`src/rtl/core/kalc_pkg.sv`:
```
`default_nettype none

package kalc_pkg;

    // item kinds carried in tuser
    localparam logic [1:0] KIND_FRAME_START = 2'd0;
    localparam logic [1:0] KIND_KEY_EVENT   = 2'd1;
    localparam logic [1:0] KIND_FRAME_END   = 2'd2;

    // key values
    localparam logic [1:0] KEY_RELEASED = 2'd0;
    localparam logic [1:0] KEY_PRESSED  = 2'd1;
    localparam logic [1:0] KEY_REPEAT   = 2'd2;

    // configuration register indexes
    localparam logic [2:0] REG_VOLUME_MAX      = 3'd0;
    localparam logic [2:0] REG_BRIGHTNESS_MAX  = 3'd1;
    localparam logic [2:0] REG_REPEAT_DELAY    = 3'd2;
    localparam logic [2:0] REG_REPEAT_INTERVAL = 3'd3;
    localparam logic [2:0] REG_SLEEP_GAP       = 3'd4;
    localparam logic [2:0] REG_MENU_KEY        = 3'd5;
    localparam logic [2:0] REG_PLUS_KEY        = 3'd6;
    localparam logic [2:0] REG_MINUS_KEY       = 3'd7;

    localparam int LEVEL_W    = 6;
    localparam int MS_W       = 16;
    localparam int CODE_W     = 10;
    localparam int STAMP_W    = 32;
    localparam int CFG_ADDR_W = 3;
    localparam int CFG_DATA_W = 16;
    localparam int S_TDATA_W  = 56;
    localparam int S_TUSER_W  = 3;
    localparam int M_TDATA_W  = 16;

    // register reset values
    localparam logic [LEVEL_W-1:0] VOLUME_MAX_RST      = 6'd20;
    localparam logic [LEVEL_W-1:0] BRIGHTNESS_MAX_RST  = 6'd10;
    localparam logic [MS_W-1:0]    REPEAT_DELAY_RST    = 16'd300;
    localparam logic [MS_W-1:0]    REPEAT_INTERVAL_RST = 16'd100;
    localparam logic [MS_W-1:0]    SLEEP_GAP_RST       = 16'd1000;
    localparam logic [CODE_W-1:0]  MENU_KEY_RST        = 10'd312;
    localparam logic [CODE_W-1:0]  PLUS_KEY_RST        = 10'd115;
    localparam logic [CODE_W-1:0]  MINUS_KEY_RST       = 10'd114;

    // input beat payload, msb first
    typedef struct packed {
        logic [LEVEL_W-1:0] brightness_now;
        logic [LEVEL_W-1:0] volume_now;
        logic [1:0]         key_value;
        logic [CODE_W-1:0]  key_code;
        logic [STAMP_W-1:0] time_ms;
    } in_data_t;

    // input side-band, msb first
    typedef struct packed {
        logic       is_key_event;
        logic [1:0] kind;
    } in_user_t;

    // result payload, msb first
    typedef struct packed {
        logic               brightness_changed;
        logic               volume_changed;
        logic [LEVEL_W-1:0] brightness_new;
        logic [LEVEL_W-1:0] volume_new;
    } out_data_t;

endpackage

`default_nettype wire

```
`src/rtl/core/key_autorepeat_level_control_core.sv`:
```
// channel   | dir | handshake                    | payload (lsb first)
// ----------+-----+------------------------------+-------------------------------------------
// s_axis    | in  | s_axis_tvalid/s_axis_tready  | tdata: time_ms, key_code, key_value,
//           |     |                              |   volume_now, brightness_now; tuser: kind,
//           |     |                              |   is_key_event
// m_axis    | out | m_axis_tvalid/m_axis_tready  | tdata: volume_new, brightness_new,
//           |     |                              |   volume_changed, brightness_changed
// cfg       | in  | cfg_we (no back-pressure)    | cfg_addr, cfg_wdata
//
// one beat per cycle sustained while the result side takes results; a frame end's result is held
// in the input register, then in the result register, around one pass of logic
// reset (aresetn low, synchronous) clears the key state, time stamps and config to defaults
// a stalled result register stalls the input register; the input side keeps taking beats
// while the result register is free or being drained in the same cycle

`default_nettype none

module key_autorepeat_level_control_core #(
    parameter int TIME_BITS = 32
) (
    input  wire                              aclk,
    input  wire                              aresetn,

    input  wire                              s_axis_tvalid,
    output logic                             s_axis_tready,
    // time_ms[31:0], key_code[41:32], key_value[43:42], volume_now[49:44],
    // brightness_now[55:50]
    input  wire  [kalc_pkg::S_TDATA_W-1:0]   s_axis_tdata,
    // kind[1:0], is_key_event[2]
    input  wire  [kalc_pkg::S_TUSER_W-1:0]   s_axis_tuser,

    output logic                             m_axis_tvalid,
    input  wire                              m_axis_tready,
    // volume_new[5:0], brightness_new[11:6], volume_changed[12],
    // brightness_changed[13], zero pad[15:14]
    output logic [kalc_pkg::M_TDATA_W-1:0]   m_axis_tdata,

    input  wire                              cfg_we,
    input  wire  [kalc_pkg::CFG_ADDR_W-1:0]  cfg_addr,
    input  wire  [kalc_pkg::CFG_DATA_W-1:0]  cfg_wdata
);

    localparam int LW = kalc_pkg::LEVEL_W;
    localparam int MW = kalc_pkg::MS_W;
    localparam int CW = kalc_pkg::CODE_W;
    localparam int SW = kalc_pkg::STAMP_W;

    // configuration registers
    logic [LW-1:0] volume_max_reg;
    logic [LW-1:0] brightness_max_reg;
    logic [MW-1:0] repeat_delay_reg;
    logic [MW-1:0] repeat_interval_reg;
    logic [MW-1:0] sleep_gap_reg;
    logic [CW-1:0] menu_key_reg;
    logic [CW-1:0] plus_key_reg;
    logic [CW-1:0] minus_key_reg;

    // input register
    logic                 in_vld_reg;
    kalc_pkg::in_data_t   in_data_reg;
    kalc_pkg::in_user_t   in_user_reg;

    // result register
    logic                 out_vld_reg;
    kalc_pkg::out_data_t  out_data_reg;
    kalc_pkg::out_data_t  out_data_next;

    // key handler state
    logic [TIME_BITS-1:0] frame_time_reg,  frame_time_next;
    logic [TIME_BITS-1:0] prev_time_reg,   prev_time_next;
    logic                 discard_reg,     discard_next;
    logic                 menu_held_reg,   menu_held_next;
    logic                 up_held_reg,     up_held_next;
    logic                 up_fresh_reg,    up_fresh_next;
    logic [TIME_BITS-1:0] up_repeat_reg,   up_repeat_next;
    logic                 down_held_reg,   down_held_next;
    logic                 down_fresh_reg,  down_fresh_next;
    logic [TIME_BITS-1:0] down_repeat_reg, down_repeat_next;

    logic advance;

    // widened views, cut to the time width
    logic [TIME_BITS+SW-1:0] stamp_wide;
    logic [TIME_BITS+MW-1:0] delay_wide;
    logic [TIME_BITS+MW-1:0] interval_wide;
    logic [TIME_BITS+MW-1:0] gap_limit_wide;
    logic [TIME_BITS-1:0]    stamp_t;
    logic [TIME_BITS-1:0]    delay_t;
    logic [TIME_BITS-1:0]    interval_t;
    logic [TIME_BITS-1:0]    gap_limit_t;

    // frame end datapath
    logic          menu_e, up_held_e, up_fresh_e, down_held_e, down_fresh_e;
    logic [TIME_BITS-1:0] up_repeat_e, down_repeat_e;
    logic          up_go, down_go;
    logic [LW-1:0] lvl_sel, lvl_max, lvl_up, lvl_dn;
    logic          up_ok, down_ok, stepped;
    logic          key_ok, key_on;

    assign stamp_wide     = {{TIME_BITS{1'b0}}, in_data_reg.time_ms};
    assign delay_wide     = {{TIME_BITS{1'b0}}, repeat_delay_reg};
    assign interval_wide  = {{TIME_BITS{1'b0}}, repeat_interval_reg};
    assign gap_limit_wide = {{TIME_BITS{1'b0}}, sleep_gap_reg};
    assign stamp_t        = stamp_wide[TIME_BITS-1:0];
    assign delay_t        = delay_wide[TIME_BITS-1:0];
    assign interval_t     = interval_wide[TIME_BITS-1:0];
    assign gap_limit_t    = gap_limit_wide[TIME_BITS-1:0];

    // the held item moves on when the result register is free or drains now
    assign advance       = in_vld_reg && (!out_vld_reg || m_axis_tready);
    assign s_axis_tready = !in_vld_reg || advance;

    assign m_axis_tvalid = out_vld_reg;
    assign m_axis_tdata  = {{(kalc_pkg::M_TDATA_W - $bits(kalc_pkg::out_data_t)){1'b0}},
                            out_data_reg};

    // a discarded frame end sees all marks cleared
    assign menu_e        = menu_held_reg   && !discard_reg;
    assign up_held_e     = up_held_reg     && !discard_reg;
    assign up_fresh_e    = up_fresh_reg    && !discard_reg;
    assign down_held_e   = down_held_reg   && !discard_reg;
    assign down_fresh_e  = down_fresh_reg  && !discard_reg;
    assign up_repeat_e   = discard_reg ? '0 : up_repeat_reg;
    assign down_repeat_e = discard_reg ? '0 : down_repeat_reg;

    assign up_go   = up_fresh_e   || (up_held_e   && (frame_time_reg >= up_repeat_e));
    assign down_go = down_fresh_e || (down_held_e && (frame_time_reg >= down_repeat_e));

    // up then down on the level menu selects, saturating at zero and max
    assign lvl_sel = menu_e ? in_data_reg.brightness_now : in_data_reg.volume_now;
    assign lvl_max = menu_e ? brightness_max_reg : volume_max_reg;
    assign up_ok   = up_go && (lvl_sel < lvl_max);
    assign lvl_up  = up_ok ? lvl_sel + LW'(1) : lvl_sel;
    assign down_ok = down_go && (lvl_up != '0);
    assign lvl_dn  = down_ok ? lvl_up - LW'(1) : lvl_up;
    assign stepped = up_ok || down_ok;

    // key events outside a discarded frame with a known value
    assign key_ok = !discard_reg && in_user_reg.is_key_event
                    && (in_data_reg.key_value == kalc_pkg::KEY_RELEASED
                        || in_data_reg.key_value == kalc_pkg::KEY_PRESSED
                        || in_data_reg.key_value == kalc_pkg::KEY_REPEAT);
    assign key_on = in_data_reg.key_value != kalc_pkg::KEY_RELEASED;

    always_comb begin
        frame_time_next  = frame_time_reg;
        prev_time_next   = prev_time_reg;
        discard_next     = discard_reg;
        menu_held_next   = menu_held_reg;
        up_held_next     = up_held_reg;
        up_fresh_next    = up_fresh_reg;
        up_repeat_next   = up_repeat_reg;
        down_held_next   = down_held_reg;
        down_fresh_next  = down_fresh_reg;
        down_repeat_next = down_repeat_reg;

        out_data_next.volume_new         = menu_e ? in_data_reg.volume_now : lvl_dn;
        out_data_next.brightness_new     = menu_e ? lvl_dn : in_data_reg.brightness_now;
        out_data_next.volume_changed     = !menu_e && stepped;
        out_data_next.brightness_changed = menu_e && stepped;

        case (in_user_reg.kind)
            kalc_pkg::KIND_FRAME_START: begin
                frame_time_next = stamp_t;
                // wrapping gap since the last frame end
                if ((stamp_t - prev_time_reg) > gap_limit_t) begin
                    discard_next = 1'b1;
                end
            end
            kalc_pkg::KIND_KEY_EVENT: begin
                if (key_ok) begin
                    if (in_data_reg.key_code == menu_key_reg) begin
                        menu_held_next = key_on;
                    end else if (in_data_reg.key_code == plus_key_reg) begin
                        up_held_next  = key_on;
                        up_fresh_next = key_on;
                        if (key_on) begin
                            up_repeat_next = frame_time_reg + delay_t;
                        end
                    end else if (in_data_reg.key_code == minus_key_reg) begin
                        down_held_next  = key_on;
                        down_fresh_next = key_on;
                        if (key_on) begin
                            down_repeat_next = frame_time_reg + delay_t;
                        end
                    end
                end
            end
            kalc_pkg::KIND_FRAME_END: begin
                menu_held_next   = menu_e;
                up_held_next     = up_held_e;
                down_held_next   = down_held_e;
                up_fresh_next    = up_fresh_e && !up_go;
                down_fresh_next  = down_fresh_e && !down_go;
                up_repeat_next   = (up_go && !up_fresh_e) ? up_repeat_e + interval_t
                                                          : up_repeat_e;
                down_repeat_next = (down_go && !down_fresh_e) ? down_repeat_e + interval_t
                                                              : down_repeat_e;
                prev_time_next   = frame_time_reg;
                discard_next     = 1'b0;
            end
            default: begin
            end
        endcase
    end

    // configuration writes
    always_ff @(posedge aclk) begin
        if (!aresetn) begin
            volume_max_reg      <= kalc_pkg::VOLUME_MAX_RST;
            brightness_max_reg  <= kalc_pkg::BRIGHTNESS_MAX_RST;
            repeat_delay_reg    <= kalc_pkg::REPEAT_DELAY_RST;
            repeat_interval_reg <= kalc_pkg::REPEAT_INTERVAL_RST;
            sleep_gap_reg       <= kalc_pkg::SLEEP_GAP_RST;
            menu_key_reg        <= kalc_pkg::MENU_KEY_RST;
            plus_key_reg        <= kalc_pkg::PLUS_KEY_RST;
            minus_key_reg       <= kalc_pkg::MINUS_KEY_RST;
        end else if (cfg_we) begin
            case (cfg_addr)
                kalc_pkg::REG_VOLUME_MAX:      volume_max_reg      <= cfg_wdata[LW-1:0];
                kalc_pkg::REG_BRIGHTNESS_MAX:  brightness_max_reg  <= cfg_wdata[LW-1:0];
                kalc_pkg::REG_REPEAT_DELAY:    repeat_delay_reg    <= cfg_wdata[MW-1:0];
                kalc_pkg::REG_REPEAT_INTERVAL: repeat_interval_reg <= cfg_wdata[MW-1:0];
                kalc_pkg::REG_SLEEP_GAP:       sleep_gap_reg       <= cfg_wdata[MW-1:0];
                kalc_pkg::REG_MENU_KEY:        menu_key_reg        <= cfg_wdata[CW-1:0];
                kalc_pkg::REG_PLUS_KEY:        plus_key_reg        <= cfg_wdata[CW-1:0];
                kalc_pkg::REG_MINUS_KEY:       minus_key_reg       <= cfg_wdata[CW-1:0];
                default: begin
                end
            endcase
        end
    end

    // input register
    always_ff @(posedge aclk) begin
        if (!aresetn) begin
            in_vld_reg <= 1'b0;
        end else if (s_axis_tready) begin
            in_vld_reg <= s_axis_tvalid;
        end
    end

    always_ff @(posedge aclk) begin
        if (s_axis_tvalid && s_axis_tready) begin
            in_data_reg <= kalc_pkg::in_data_t'(s_axis_tdata);
            in_user_reg <= kalc_pkg::in_user_t'(s_axis_tuser);
        end
    end

    // key state, updated as each beat leaves the input register
    always_ff @(posedge aclk) begin
        if (!aresetn) begin
            frame_time_reg  <= '0;
            prev_time_reg   <= '0;
            discard_reg     <= 1'b0;
            menu_held_reg   <= 1'b0;
            up_held_reg     <= 1'b0;
            up_fresh_reg    <= 1'b0;
            up_repeat_reg   <= '0;
            down_held_reg   <= 1'b0;
            down_fresh_reg  <= 1'b0;
            down_repeat_reg <= '0;
        end else if (advance) begin
            frame_time_reg  <= frame_time_next;
            prev_time_reg   <= prev_time_next;
            discard_reg     <= discard_next;
            menu_held_reg   <= menu_held_next;
            up_held_reg     <= up_held_next;
            up_fresh_reg    <= up_fresh_next;
            up_repeat_reg   <= up_repeat_next;
            down_held_reg   <= down_held_next;
            down_fresh_reg  <= down_fresh_next;
            down_repeat_reg <= down_repeat_next;
        end
    end

    // result register, loaded by frame ends only
    always_ff @(posedge aclk) begin
        if (!aresetn) begin
            out_vld_reg <= 1'b0;
        end else if (advance && in_user_reg.kind == kalc_pkg::KIND_FRAME_END) begin
            out_vld_reg <= 1'b1;
        end else if (m_axis_tready) begin
            out_vld_reg <= 1'b0;
        end
    end

    always_ff @(posedge aclk) begin
        if (advance && in_user_reg.kind == kalc_pkg::KIND_FRAME_END) begin
            out_data_reg <= out_data_next;
        end
    end

endmodule

`default_nettype wire

```
`config.mk`:
```
export PLATFORM = sky130hd
export DESIGN_NAME = key_autorepeat_level_control_core
export DESIGN_NICKNAME = d
export VERILOG_FILES = /design/src/rtl/core/kalc_pkg.sv /design/src/rtl/core/key_autorepeat_level_control_core.sv
export SDC_FILE = /design/constraint.sdc
export NUM_CORES = 1
export LEC_CHECK = 0
export ABC_AREA = 1
export BUFFER_PORTS_ARGS = -buffer_cell sky130_fd_sc_hd__clkbuf_2
export CORE_MARGIN = 3
export CORE_UTILIZATION = 40
export CTS_BUF_LIST = sky130_fd_sc_hd__clkbuf_4
export DETAILED_ROUTE_END_ITERATION = 7
export GPL_TIMING_DRIVEN = 0
export PLACE_DENSITY_LB_ADDON = 0.05
export SLEW_MARGIN = 0
export SYNTH_ARGS = -nofsm -noshare
export SYNTH_HDL_FRONTEND = slang
export SYNTH_SLANG_ARGS = --single-unit
```
`constraint.sdc`:
```
create_clock -name aclk -period 3.85 [get_ports aclk]
set_input_delay 0.385 -clock aclk [delete_from_list [all_inputs] [get_ports aclk]]
set_output_delay 0.385 -clock aclk [all_outputs]
set_load 0.02 [all_outputs]
```
## After elaboration in Yosys (flattened, before gate mapping)

Index checks and enable logic that the tools add are counted.

- Output and inout port bits: 18
- Bits in registers: 299
- Word-level logic and storage cells: 160
- Bits of input ports: 83

- Add/sub/neg operators: 6
- Mux-type cells: 38
- Reduce and logical (&&, ||, !) cells: 59
- Eq/ne operators: 22
- Order comparisons: 4

Operators by type and width:

| operator | number |
|---|---|
| 32-bit 2-to-1 mux | 12 |
| 32-bit one-hot mux with 2 select lines | 2 |
| 32-bit by 16-bit adder with 32-bit output | 3 |
| 32-bit greater-or-equal comparator | 2 |
| 6-bit 2-to-1 mux | 6 |
| 32-bit by 16-bit > comparator with 1-bit output | 1 |
| 32-bit subtractor | 1 |
| 10-bit == test | 3 |
| 1-bit logical AND | 20 |
| 2-bit AND reduction | 10 |
| 2-bit != test (second input constant) | 8 |
| 3-bit == test (second input constant) | 4 |
| 1-bit 2-to-1 mux | 12 |
| 1-bit one-hot mux with 2 select lines | 6 |
| 6-bit AND reduction | 2 |
| 1-bit logical NOT | 8 |
| 2-bit nonzero test | 4 |
| 1-bit logical OR | 7 |
| 7-bit AND reduction | 1 |
| 6-bit by 1-bit adder with 6-bit output (second input constant) | 1 |
| 3-bit by 2-bit == test with 1-bit output (second input constant) | 2 |
| 6-bit less-than comparator | 1 |
| 6-bit nonzero test | 1 |
| 6-bit by 1-bit subtractor with 6-bit output (second input constant) | 1 |
| 8 further kinds | 11 |

## Longest topological paths before layout

Gate-level depths: netlist of the first run.

- Word-level depth: 10
- Depth in mapped cells: 33

## Worst setup path before layout of the first run

OpenSTA, ideal clock, no wires.

- Kind: register to register
- Start: register discard_reg
- End: register out_data_reg (netlist bit m_axis_tdata[8]) (data pin)
- Stages on the path, launching flop included: 34
- Clock period less this slack: 3.797 ns
- Setup time: 0.253 ns
- Data arrival time: 3.544 ns
- Buffers on the path: 5
- Setup slack: 0.053 ns
- Path through: dfxtp_1 > buf_6 > clkbuf_1 > clkbuf_1 > clkbuf_1 > nor2_1 > inv_1 > ha_1 > nand2_1 > inv_1 > nand2_1 > nand2_1 > nor2_1 > nand2_1 > nand2_1 > nand2_1 > nand2_1 > nand2_1 > nand2_1 > nand2_1 > nand2_2 > buf_6 > nand2_1 > nand2_1 > ha_1 > inv_1 > nor2_1 > nand3_2 > nand2_4 > inv_2 > nand2_1 > nand2_1 > nand2_1 > nand2_1

RTL lines:

| element | line | RTL |
|---|---|---|
| start: declaration | key_autorepeat_level_control_core.sv:71 | `logic discard_reg, discard_next;` |
| start signal: assignment | key_autorepeat_level_control_core.sv:266 | `discard_reg <= discard_next;` |
| end signal: assignment | key_autorepeat_level_control_core.sv:290 | `out_data_reg <= out_data_next;` |
| end: declaration | key_autorepeat_level_control_core.sv:65 | `kalc_pkg::out_data_t out_data_reg;` |

## Worst setup path after layout of the first run

- Start: register in_data_reg (netlist bit stamp_t[0])
- End: register discard_reg

- Word-level cells in the longest chain between the ends: 4

Ends and longest elaborated chain:

| element | line | RTL |
|---|---|---|
| start: declaration | key_autorepeat_level_control_core.sv:60 | `kalc_pkg::in_data_t in_data_reg;` |
| start signal: assignment | key_autorepeat_level_control_core.sv:245 | `in_data_reg <= kalc_pkg::in_data_t'(s_axis_tdata);` |
| 32-bit subtractor | key_autorepeat_level_control_core.sv:166 | `if ((stamp_t - prev_time_reg) > gap_limit_t) begin` |
| 32-bit by 16-bit > comparator with 1-bit output | key_autorepeat_level_control_core.sv:166 |  |
| 2-bit != test (no source line) | - |  |
| 3-bit AND reduction (no source line) | - |  |

No other way between the ends.
A chain may end at the register's enable or synchronous reset.

==> results.py, run 1 <==
metrics = {
    "outcome": {
        "status": "finished clean",
    },
    "synth": {
        "async_flop_share_pct": 0,
        "synthDistinctLibCells": 54,
        "avgSynthCellArea_um2": 7.075,
        "yosysSeqAreaShare_pct": 34.42,
        "syn_area_um2": 19510,
        "ys_top_cells_by_count": "nand2_1 (466), inv_1 (344), a21oi_1 (320)",
        "yosysWarnings": 0,
        "yosysMostFrequentCell": "nand2_1",
        "synth_area_leader_cell": "dfxtp_1",
        "ys_seq_elements": 299,
        "synth_flop_cell": "dfxtp_1",
        "synth_top_area_share_pct": 23.19,
        "synth_cells": 2758,
        "synth_edf_count": 73,
        "synthTopCellsByArea": "dfxtp_1 (23%), edfxtp_1 (11%), ha_1 (11%), nand2_1 (9.0%), a21oi_1 (8.2%)",
    },
    "clocking": {
        "cts_sinks": 299,
        "cts_buffers": 90,
        "cts-root-buf": "clkbuf_4",
        "cts.reportedPaths.clkPinSlew_ns": 0.07,
        "clkLatencyLatePin_ns": 0.84,
        "cts_tree": "yes",
        "clockBufferDepth": 3,
        "htreeDepth": 3,
    },
    "timing": {
        "fin_setup_tns_ns": 0,
        "grt_setup_unrepaired": "yes",
        "timing.fmax_ghz": 0.2624,
        "clock_skew_ns": 0.05677,
        "relSlewSlack_pct": 34.36,
        "worstMarginPinSlew_ns": 0.9845,
        "hold_viol_final": 0,
        "fin_crit_ns": 3.811,
        "finalCritPeriodShare_pct": 98.98,
        "setup_viol": 0,
        "report.final.slew_viol_count": 0,
    },
    "routing": {
        "routed_via_density": 5.345,
        "detailroute.wirelength.met3_mm": 4.599,
        "vias": 20039,
        "drtAntennaViolNets": 0,
        "wl_mm": 71.41,
        "drc": 0,
        "dr_wl_met2_mm": 32.17,
        "top_layer": "met4",
        "drt_first_iter_violations": 1559,
        "wire_per_inst_um": 19.05,
        "dr.pass1.iters": 7,
        "met1_length_mm": 33.31,
    },
    "global_routing": {
        "grt_usage_pct": 27.74,
        "antenna_found_initial": 2,
        "grt_pass1_wl_mm": 108.8,
        "grt_pass1_vias": 19260,
        "grt_start_max_net_pins": 40,
        "overflow": 0,
    },
    "flow_run": {
        "max_cap_violations": 0,
    },
    "die": {
        "die_area_um2": 51470,
        "fp-row-count": 80,
        "coreArea_um2": 47950,
        "start_util_pct": 40.70,
        "die_h_um": 226.9,
        "chipWidth_um": 226.9,
        "num_io_pins": 101,
    },
    "placed_design": {
        "numPortBuffers": 93,
        "post-dp-hpwl_mm": 54.75,
        "gp_congestion": 0.9575,
    },
    "critical_path": {
        "cp.required_ns": 4.60,
        "critPathMaxFanout": 3,
        "crit_path_end_kind": "register",
        "setup.worst_path.class": "reg -> reg",
        "start_kind": "register",
        "cp_data_arrival_time_ns": 4.56,
    },
    "finish": {
        "layout.area.seq_um2": 6716,
        "nFillCells": 4819,
        "syn2layout_area_growth_pct": 20.12,
        "drive_gt1_share_pct": 12.48,
        "multi_input_area_um2": 11400,
        "fin_nets": 3314,
    },
    "power": {
        "leakagePower_nw": 10.29,
        "irDropWorstVdd_uv": 296.0,
        "fin_total_pwr_mw": 8.322,
        "powerDensity_nw_per_um2": 355.0,
    },
    "worst_hold_path": {
        "hp-class": "in -> reg",
    },
}
## cells by family (layout without fill, tap and decap cells)
family / count (synthesis) / after routing / synth area share [%]
buffers and inverters: 453 / 827 / 8.900
muxes: 5 / 5 / 0.2565
AOI/OAI and AO/OA: 749 / 749 / 20.38
xor gates and xnor gates: 70 / 70 / 3.142
other: 1 / 3 / 0.01922
DFF: 299 / 299 / 34.42
and+or+nand+nor: 1007 / 1007 / 21.56
adders and majority gates: 174 / 174 / 11.31
## per-stage QoR
| step | instance area [um2] | utilization (%) | std cells | setup WS (ns) | hold WS (ns) |
|---|---|---|---|---|---|
| 4_1_cts | 23200 | 48.38 | 3737 | -0.06153 | 0.009318 |
| 3_5_place_dp | 20770 | 43.32 | 3468 | -2.093 | 0.4439 |
| 6_report | 23440 | 48.89 | 3749 | 0.03940 | 0.08871 |
| 2_1_floorplan | 19520 | - | 2759 | 0.05266 | 0.4282 |
| 3_3_place_gp | 20750 | 43.28 | 3467 | -2.146 | 0.4423 |
| 5_1_grt | 23440 | 48.89 | 3749 | -0.1873 | 0.1124 |
## placed cells by master (no fill, tap or decap), types with 13 or more instances in the layout
master,instances
o21ai_0,306
a21oi_1,313
xnor2_1,30
inv_1,340
xor2_1,40
clkbuf_4,136
clkbuf_2,103
nor2_1,301
ha_1,159
a31oi_1,43
clkbuf_1,68
nand2_1,449
nand3_1,121
nand2_2,19
edfxtp_1,73
nor3_1,26
nand4_1,37
dlygate4sd3_1,80
nor4_1,13
clkinv_1,22
dfxtp_1,226
buf_4,35
o211ai_1,20
## what timing repair did
action                     4_1_cts  5_1_grt
pin swaps                       24       23
setup buffers                   22       12
hold buffers                    80        0
gates resized for setup         81       40
hold endpoints to repair       141        0
setup endpoints to repair       79       65
## worst max-delay path: stages (launching register included)
cell and delay, ns:
edfxtp_1 0.43, inv_1 0.09, ha_2 0.19, inv_2 0.05
fa_2 0.34, nand2_2 0.09, o21ai_4 0.07, a21boi_2 0.20
buf_4 0.16, o21ai_4 0.07, xor2_1 0.15, ha_1 0.30
nand2_2 0.07, nor2_4 0.16, nand2_2 0.08, nor3_4 0.12
nand4_1 0.12, nand2_2 0.14, nand3_2 0.08, nor2_2 0.10
nand3_1 0.08, nor2_1 0.11, nand4_1 0.21, nand3_1 0.14
nand2_1 0.06, nor2_1 0.11
## layer usage
layer / up-vias / global-route usage [%]
li1: 9963 / -
met1: 9349 / 38.91
met2: 640 / 44.72
met3: 87 / 3.703
met4: 0 / 7.904
met5: - / 0
## cell type report
cell class                 instances  share of cell area, %
antenna                            1                0.01068
buffer                            97                  1.991
clock buffer                     136                  4.356
clock inverter                    32                 0.7901
inverter                         354                  5.701
multi-input combinational       2007                  48.62
sequential                       299                  28.66
tap                              615                  3.283
timing repair buffer             208                  6.593
## path summary, 6_finish.rpt
check	slack (ns)	endpoint	startpoint	depth (start not counted)
min reg2reg	0.46	brightness_max_reg[1]$_SDFFE_PN1P_	brightness_max_reg[1]$_SDFFE_PN1P_	2
max	0.04	discard_reg$_SDFFE_PN0P_	stamp_t[0]$_DFFE_PP_	25
min	0.09	brightness_max_reg[1]$_SDFFE_PN1P_	cfg_addr[2]	6
max reg2reg	0.04	discard_reg$_SDFFE_PN0P_	stamp_t[0]$_DFFE_PP_	25
## power breakdown
group | switching [mW] | internal (mW)
sequential | 0.109 | 3.36
combinational | 1.03 | 0.585
clock | 1.54 | 1.70
total | 2.68 | 5.64
Power figures use the tool's default switching activity.
==> inputs of run 2 (changes only) <==
PLACE_DENSITY = 0.56   (was default)
PLACE_DENSITY_LB_ADDON = default   (was 0.05)
SLEW_MARGIN = 30   (was 0)
==> run 2 against run 1 <==
Flip-flop and latch count stayed put. Total power is 1.8% lower. Largest cell class unchanged. Sequential share of layout area hardly changed. Cell count is 0.11% lower. Register-to-register slack better by 0.05 ns. Via count is 0.40% higher.
==> results.py, run 2 (synthesis results as in run 1) <==
metrics = {
    "clocking": {
        "htreeDepth": 3,
        "clockBufferDepth": 3,
        "cts_sinks": 299,
        "cts_tree": "yes",
        "cts.reportedPaths.clkPinSlew_ns": 0.07,
        "cts-root-buf": "clkbuf_4",
        "cts_buffers": 87,
        "clkLatencyLatePin_ns": 0.81,
    },
    "critical_path": {
        "cp.required_ns": 4.58,
        "crit_path_end_kind": "register",
        "start_kind": "register",
        "critPathMaxFanout": 3,
        "cp_data_arrival_time_ns": 4.49,
        "setup.worst_path.class": "reg -> reg",
        "rrSetupSlack_ns": 0.09,
    },
    "timing": {
        "hold_ws_ns": 0.1001,
        "report.final.slew_viol_count": 0,
        "grt_setup_unrepaired": "yes",
        "timing.fmax_ghz": 0.2662,
        "setup_viol": 0,
        "fin_crit_ns": 3.757,
        "worstMarginPinSlew_ns": 0.9317,
        "relSlewSlack_pct": 37.66,
        "clock_skew_ns": 0.05007,
        "hold_viol_final": 0,
        "finalCritPeriodShare_pct": 97.58,
        "fin_setup_tns_ns": 0,
        "setup_ws_ns": 0.09326,
    },
    "global_routing": {
        "grt_usage_pct": 26.57,
        "grt_pass1_vias": 19315,
        "grt_pass1_wl_mm": 105.0,
        "antenna_found_initial": 2,
        "grt_start_max_net_pins": 40,
        "overflow": 0,
    },
    "power": {
        "fin_total_pwr_mw": 8.168,
        "irDropWorstVdd_uv": 241.9,
        "power.internal_mw": 5.583,
        "leakagePower_nw": 10.27,
        "p_comb_share_pct": 19.9,
        "sequentialPowerShare_pct": 42.5,
        "switching_share_pct": 31.65,
        "powerDensity_nw_per_um2": 348.0,
        "switching_power_mw": 2.585,
        "p_clk_share_pct": 37.7,
    },
    "finish": {
        "layout_common_cells": "nand2_1 (450), inv_1 (340), a21oi_1 (314)",
        "syn2layout_area_growth_pct": 20.29,
        "drive_gt1_share_pct": 12.43,
        "fin_nets": 3316,
        "final_common_cell": "nand2_1",
        "postLayoutCellArea_um2": 23470,
    },
    "die": {
        "chipWidth_um": 226.9,
        "start_util_pct": 40.70,
        "fp-row-count": 80,
        "num_io_pins": 101,
        "die_area_um2": 51470,
        "coreArea_um2": 47950,
        "die_h_um": 226.9,
    },
    "routing": {
        "dr.pass1.iters": 5,
        "drt_first_iter_violations": 1742,
        "wire_per_inst_um": 18.46,
        "wl_mm": 69.15,
        "routed_via_density": 5.372,
        "vias": 20120,
        "drtAntennaViolNets": 0,
        "drc": 0,
    },
    "placed_design": {
        "post-dp-hpwl_mm": 53.06,
        "gp_congestion": 0.9164,
        "numPortBuffers": 93,
        "pre_cts_ws_ns": -2.040,
        "place_area_um2": 20800,
    },
    "outcome": {
        "status": "finished clean",
    },
    "worst_hold_path": {
        "hp-class": "in -> reg",
    },
    "flow_run": {
        "max_cap_violations": 0,
    },
}
run 2: cell type report:
type                    instances  area [um2]
diodes                          1       2.502
plain buffers                  97       486.7
clock buffers                 131       983.4
clock inverters                28       146.4
fillers                      4815       24470
inverters                     354        1339
multi-input cells            2008       11430
flip-flops and latches        299        6716
well taps                     615       769.5
repair buffers                212        1603
run 2: what timing repair did:
item / CTS / global route
hold endpoints to repair: 138 / 0
pin swaps: 24 / 25
gates resized for setup: 80 / 48
setup endpoints to repair: 79 / 66
cloned: 1 / 1
hold buffers: 78 / 0
setup buffers: 20 / 18
run 2: per-layer routing:
metal	vias up	track usage [%]	share of wire [%]
met1	9314	35.51	45
met5	-	0	0
li1	9951	-	-
met3	148	4.480	6.9
met2	707	42.60	44
met4	0	11.02	3.5
run 2: path summary, 6_finish.rpt:
path                                   from                              to  depth (start not counted)
max                    stamp_t[0]$_DFFE_PP_        discard_reg$_SDFFE_PN0P_                         24
min                             cfg_addr[0]  volume_max_reg[4]$_SDFFE_PN1P_                          6
max reg2reg            stamp_t[0]$_DFFE_PP_        discard_reg$_SDFFE_PN0P_                         24
min reg2reg  prev_time_reg[18]$_SDFFE_PN0P_  prev_time_reg[18]$_SDFFE_PN0P_                          2
run 2: power by group through the flow:
stage               Combinational (mW)  Clock, mW  Sequential (mW)
floorplan                        0.965          0             3.49
global placement                  1.38          0             3.53
detailed placement                1.41          0             3.53
CTS                               1.55       3.16             3.46
global route                      1.81       3.33             3.48
finish                            1.62       3.08             3.47
run 2: per-stage QoR:
| step | std cells | util, % |
|---|---|---|
| 6_report | 3745 | 48.96 |
| 2_1_floorplan | 2759 | - |
| 4_1_cts | 3726 | 48.28 |
| 3_3_place_gp | 3467 | 43.28 |
| 3_5_place_dp | 3469 | 43.39 |
| 5_1_grt | 3745 | 48.96 |
run 2: worst max-delay path, cell delays in order (launching register included):
cell and delay [ns]:
edfxtp_1 0.41, inv_1 0.08, ha_2 0.18, inv_2 0.05, fa_2 0.35, nand2_2 0.09, o21ai_4 0.07, a21boi_4 0.24
o21ai_4 0.11, xor2_1 0.16, ha_1 0.29, nand2_2 0.08, nor2_4 0.16, nand2_1 0.08, nor3_2 0.14, nand4_1 0.13
nand2_2 0.15, nand3_2 0.08, nor2_2 0.10, nand3_1 0.08, nor2_1 0.11, nand4_1 0.23, nand3_1 0.15, nand2_1 0.06
nor2_1 0.11
==> inputs of run 3 (changes only) <==
ABC_AREA = default   (was 1)
==> run 3 against run 2 <==
The run now ends with negative setup slack left. Die area is 0.36% lower. Via count is 3.9% lower. Routed wire length is 1.9% higher. Non-clock buffer count is 40 higher. Critical path depth is 2 lower. Total power is 4.4% lower. Cell count is 8.2% lower.
==> results.py, run 3 <==
metrics = {
    "outcome": {
        "status": "finished, violations left",
        "violations": "negative setup slack",
    },
    "die": {
        "die_h_um": 226.5,
        "num_io_pins": 101,
        "fp-row-count": 80,
        "chipWidth_um": 226.5,
        "die_area_um2": 51280,
        "start_util_pct": 40.63,
        "coreArea_um2": 47850,
    },
    "timing": {
        "hold_viol_final": 0,
        "setup_ws_ns": -1.049,
        "clock_skew_ns": 0.06625,
        "report.final.slew_viol_count": 0,
        "worstMarginPinSlew_ns": 0.9976,
        "fin_setup_tns_ns": -15.91,
        "fin_crit_ns": 4.899,
        "relSlewSlack_pct": 33.49,
        "setup_viol": 63,
        "grt_setup_unrepaired": "yes",
        "finalCritPeriodShare_pct": 127.2,
        "timing.fmax_ghz": 0.2041,
    },
    "finish": {
        "syn2layout_area_growth_pct": 24.25,
        "drive_gt1_share_pct": 16.70,
        "layout_common_cells": "nand2_1 (468), a21oi_1 (278), dfxtp_1 (226)",
        "fin_nets": 3018,
        "final_common_cell": "nand2_1",
    },
    "clocking": {
        "cts_sinks": 299,
        "clockBufferDepth": 3,
        "cts.reportedPaths.clkPinSlew_ns": 0.06,
        "clkLatencyLatePin_ns": 0.83,
        "cts_buffers": 85,
        "cts_tree": "yes",
        "htreeDepth": 3,
        "cts-root-buf": "clkbuf_4",
    },
    "worst_hold_path": {
        "hp-class": "in -> reg",
        "min_delay_path_depth": 3,
        "hold_path_startpoint": "aresetn",
    },
    "critical_path": {
        "cp.required_ns": 4.46,
        "setup.worst_path.class": "reg -> reg",
        "cp_data_arrival_time_ns": 5.51,
        "reg2reg_depth": 22,
        "startpoint": "stamp_t[0]$_DFFE_PP_",
        "start_kind": "register",
        "critPathMaxFanout": 2,
        "r2r_start": "stamp_t[0]$_DFFE_PP_",
        "crit_path_end_kind": "register",
    },
    "global_routing": {
        "antenna_found_initial": 2,
        "grt_usage_pct": 27.02,
        "overflow": 0,
        "grt_start_max_net_pins": 45,
        "grt_pass1_wl_mm": 106.6,
        "grt_pass1_vias": 18708,
    },
    "flow_run": {
        "max_cap_violations": 0,
    },
    "synth": {
        "yosysWarnings": 0,
        "ys_seq_elements": 299,
        "yosysMostFrequentCell": "nand2_1",
        "ys_top_cells_by_count": "nand2_1 (485), a21oi_1 (290), dfxtp_1 (226)",
        "synth_area_leader_cell": "dfxtp_1",
        "synth_edf_count": 73,
        "avgSynthCellArea_um2": 7.970,
        "synthTopCellsByArea": "dfxtp_1 (23%), edfxtp_1 (11%), ha_1 (11%), nand2_1 (9.4%), a21oi_1 (7.5%)",
        "synthDistinctLibCells": 81,
        "syn_area_um2": 19440,
        "synth_top_area_share_pct": 23.27,
        "yosysSeqAreaShare_pct": 34.55,
        "synth_cells": 2439,
        "async_flop_share_pct": 0,
        "synth_flop_cell": "dfxtp_1",
    },
    "routing": {
        "vias": 19328,
        "routed_via_density": 5.624,
        "wire_per_inst_um": 20.51,
        "drtAntennaViolNets": 0,
        "drt_first_iter_violations": 1443,
        "wl_mm": 70.49,
        "dr.pass1.iters": 5,
        "drc": 0,
    },
    "placed_design": {
        "gp_congestion": 0.9371,
        "numPortBuffers": 88,
        "post-dp-hpwl_mm": 52.60,
        "pre_cts_ws_ns": -1.832,
    },
    "power": {
        "leakagePower_nw": 9.670,
        "irDropWorstVdd_uv": 189.7,
        "powerDensity_nw_per_um2": 323.3,
    },
}
-- run 3: changes by cell type after synthesis, sizes merged, moves of 22 or more --
cell,delta
nand3,-36
xnor2,+48
a211oi,+38
mux2i,+29
nor2b,+22
nor2,-174
a21oi,-29
a21o,+28
o21ai,-233
inv,-227
a31oi,-28
-- run 3: final cells by class --
type,count,area [um2]
diodes,1,2.502
plain buffers,113,646.9
clock buffers,129,968.4
clock inverters,18,116.4
fillers,4576,23690
inverters,124,470.5
multi-input cells,1902,12640
flip-flops and latches,299,6716
well taps,615,769.5
repair buffers,236,1821
-- run 3: final timing paths --
kind,to,slack [ns]
worst max-delay path,discard_reg$_SDFFE_PN0P_,-1.05
worst min-delay path,up_repeat_reg[28]$_SDFFE_PN0P_,0.11
worst max register to register,discard_reg$_SDFFE_PN0P_,-1.05
worst min register to register,up_repeat_reg[5]$_SDFFE_PN0P_,0.45
-- run 3: critical path, cell delays in order (launching register included) --
cell	delay, ns
edfxtp_1	0.43
inv_2	0.10
ha_4	0.13
inv_2	0.03
fa_2	0.36
a211oi_4	0.29
o21ai_2	0.09
and2_4	0.17
o21a_1	0.17
o21ai_1	0.13
nand2b_1	0.10
a21oi_2	0.14
xnor2_1	0.09
ha_1	0.30
nand4_1	0.12
or4_4	0.47
nor2_4	0.16
o211ai_1	0.11
nor4b_2	0.22
or4b_4	0.50
nor4_4	0.33
a21o_1	0.16
a211oi_1	0.06
-- run 3: logic make-up after synthesis --
| kind of cell | share of synthesized area, % |
|---|---|
| AO/OA/AOI/OAI | 20.69 |
| XOR/XNOR | 4.911 |
| adder cells (fa/ha/maj) | 11.35 |
| buffers and inverters | 4.763 |
| flip-flops | 34.55 |
| multiplexers | 1.944 |
| other | 0.01929 |
| AND/OR/NAND/NOR | 21.77 |
-- run 3: report_power, final --
part	total [mW]	switching, mW	internal, mW
Sequential	3.41	0.0959	3.32
Combinational	1.35	0.818	0.534
Clock	3.04	1.45	1.59
Total	7.81	2.36	5.44
-- run 3: metal layers --
| layer | vias up | GRT usage (%) | wire length [um] | share of wire (%) |
|---|---|---|---|---|
| met5 | - | 0 | 7 | 0.0099 |
| met4 | 2 | 13.57 | 3002 | 4.3 |
| met3 | 159 | 5.192 | 4841 | 6.9 |
| met2 | 673 | 41.08 | 31000 | 44 |
| met1 | 9071 | 36.70 | 31640 | 45 |
| li1 | 9423 | - | - | - |
-- run 3: timing repair --
item                                    4_1_cts  5_1_grt
hold endpoints to repair                    130        0
cloned                                        1        0
pin swaps                                    66       41
hold buffers                                 78        0
resized for setup                           144       70
endpoints found under the setup margin       79       78
buffers inserted                             50       19
-- run 3: metrics by stage --
| stage | instance area, um2 | hold WS [ns] | power [mW] | utilization [%] | cells |
|---|---|---|---|---|---|
| floorplan | 19600 | 0.4319 | 4.202 | - | 2440 |
| global placement | 20810 | 0.4407 | 4.579 | 43.49 | 3143 |
| detailed placement | 20850 | 0.4438 | 4.599 | 43.58 | 3144 |
| CTS | 23700 | 0.01097 | 7.825 | 49.52 | 3418 |
| global route | 24150 | 0.08369 | 8.161 | 50.48 | 3437 |
| finish | 24150 | 0.1102 | 7.808 | 50.48 | 3437 |
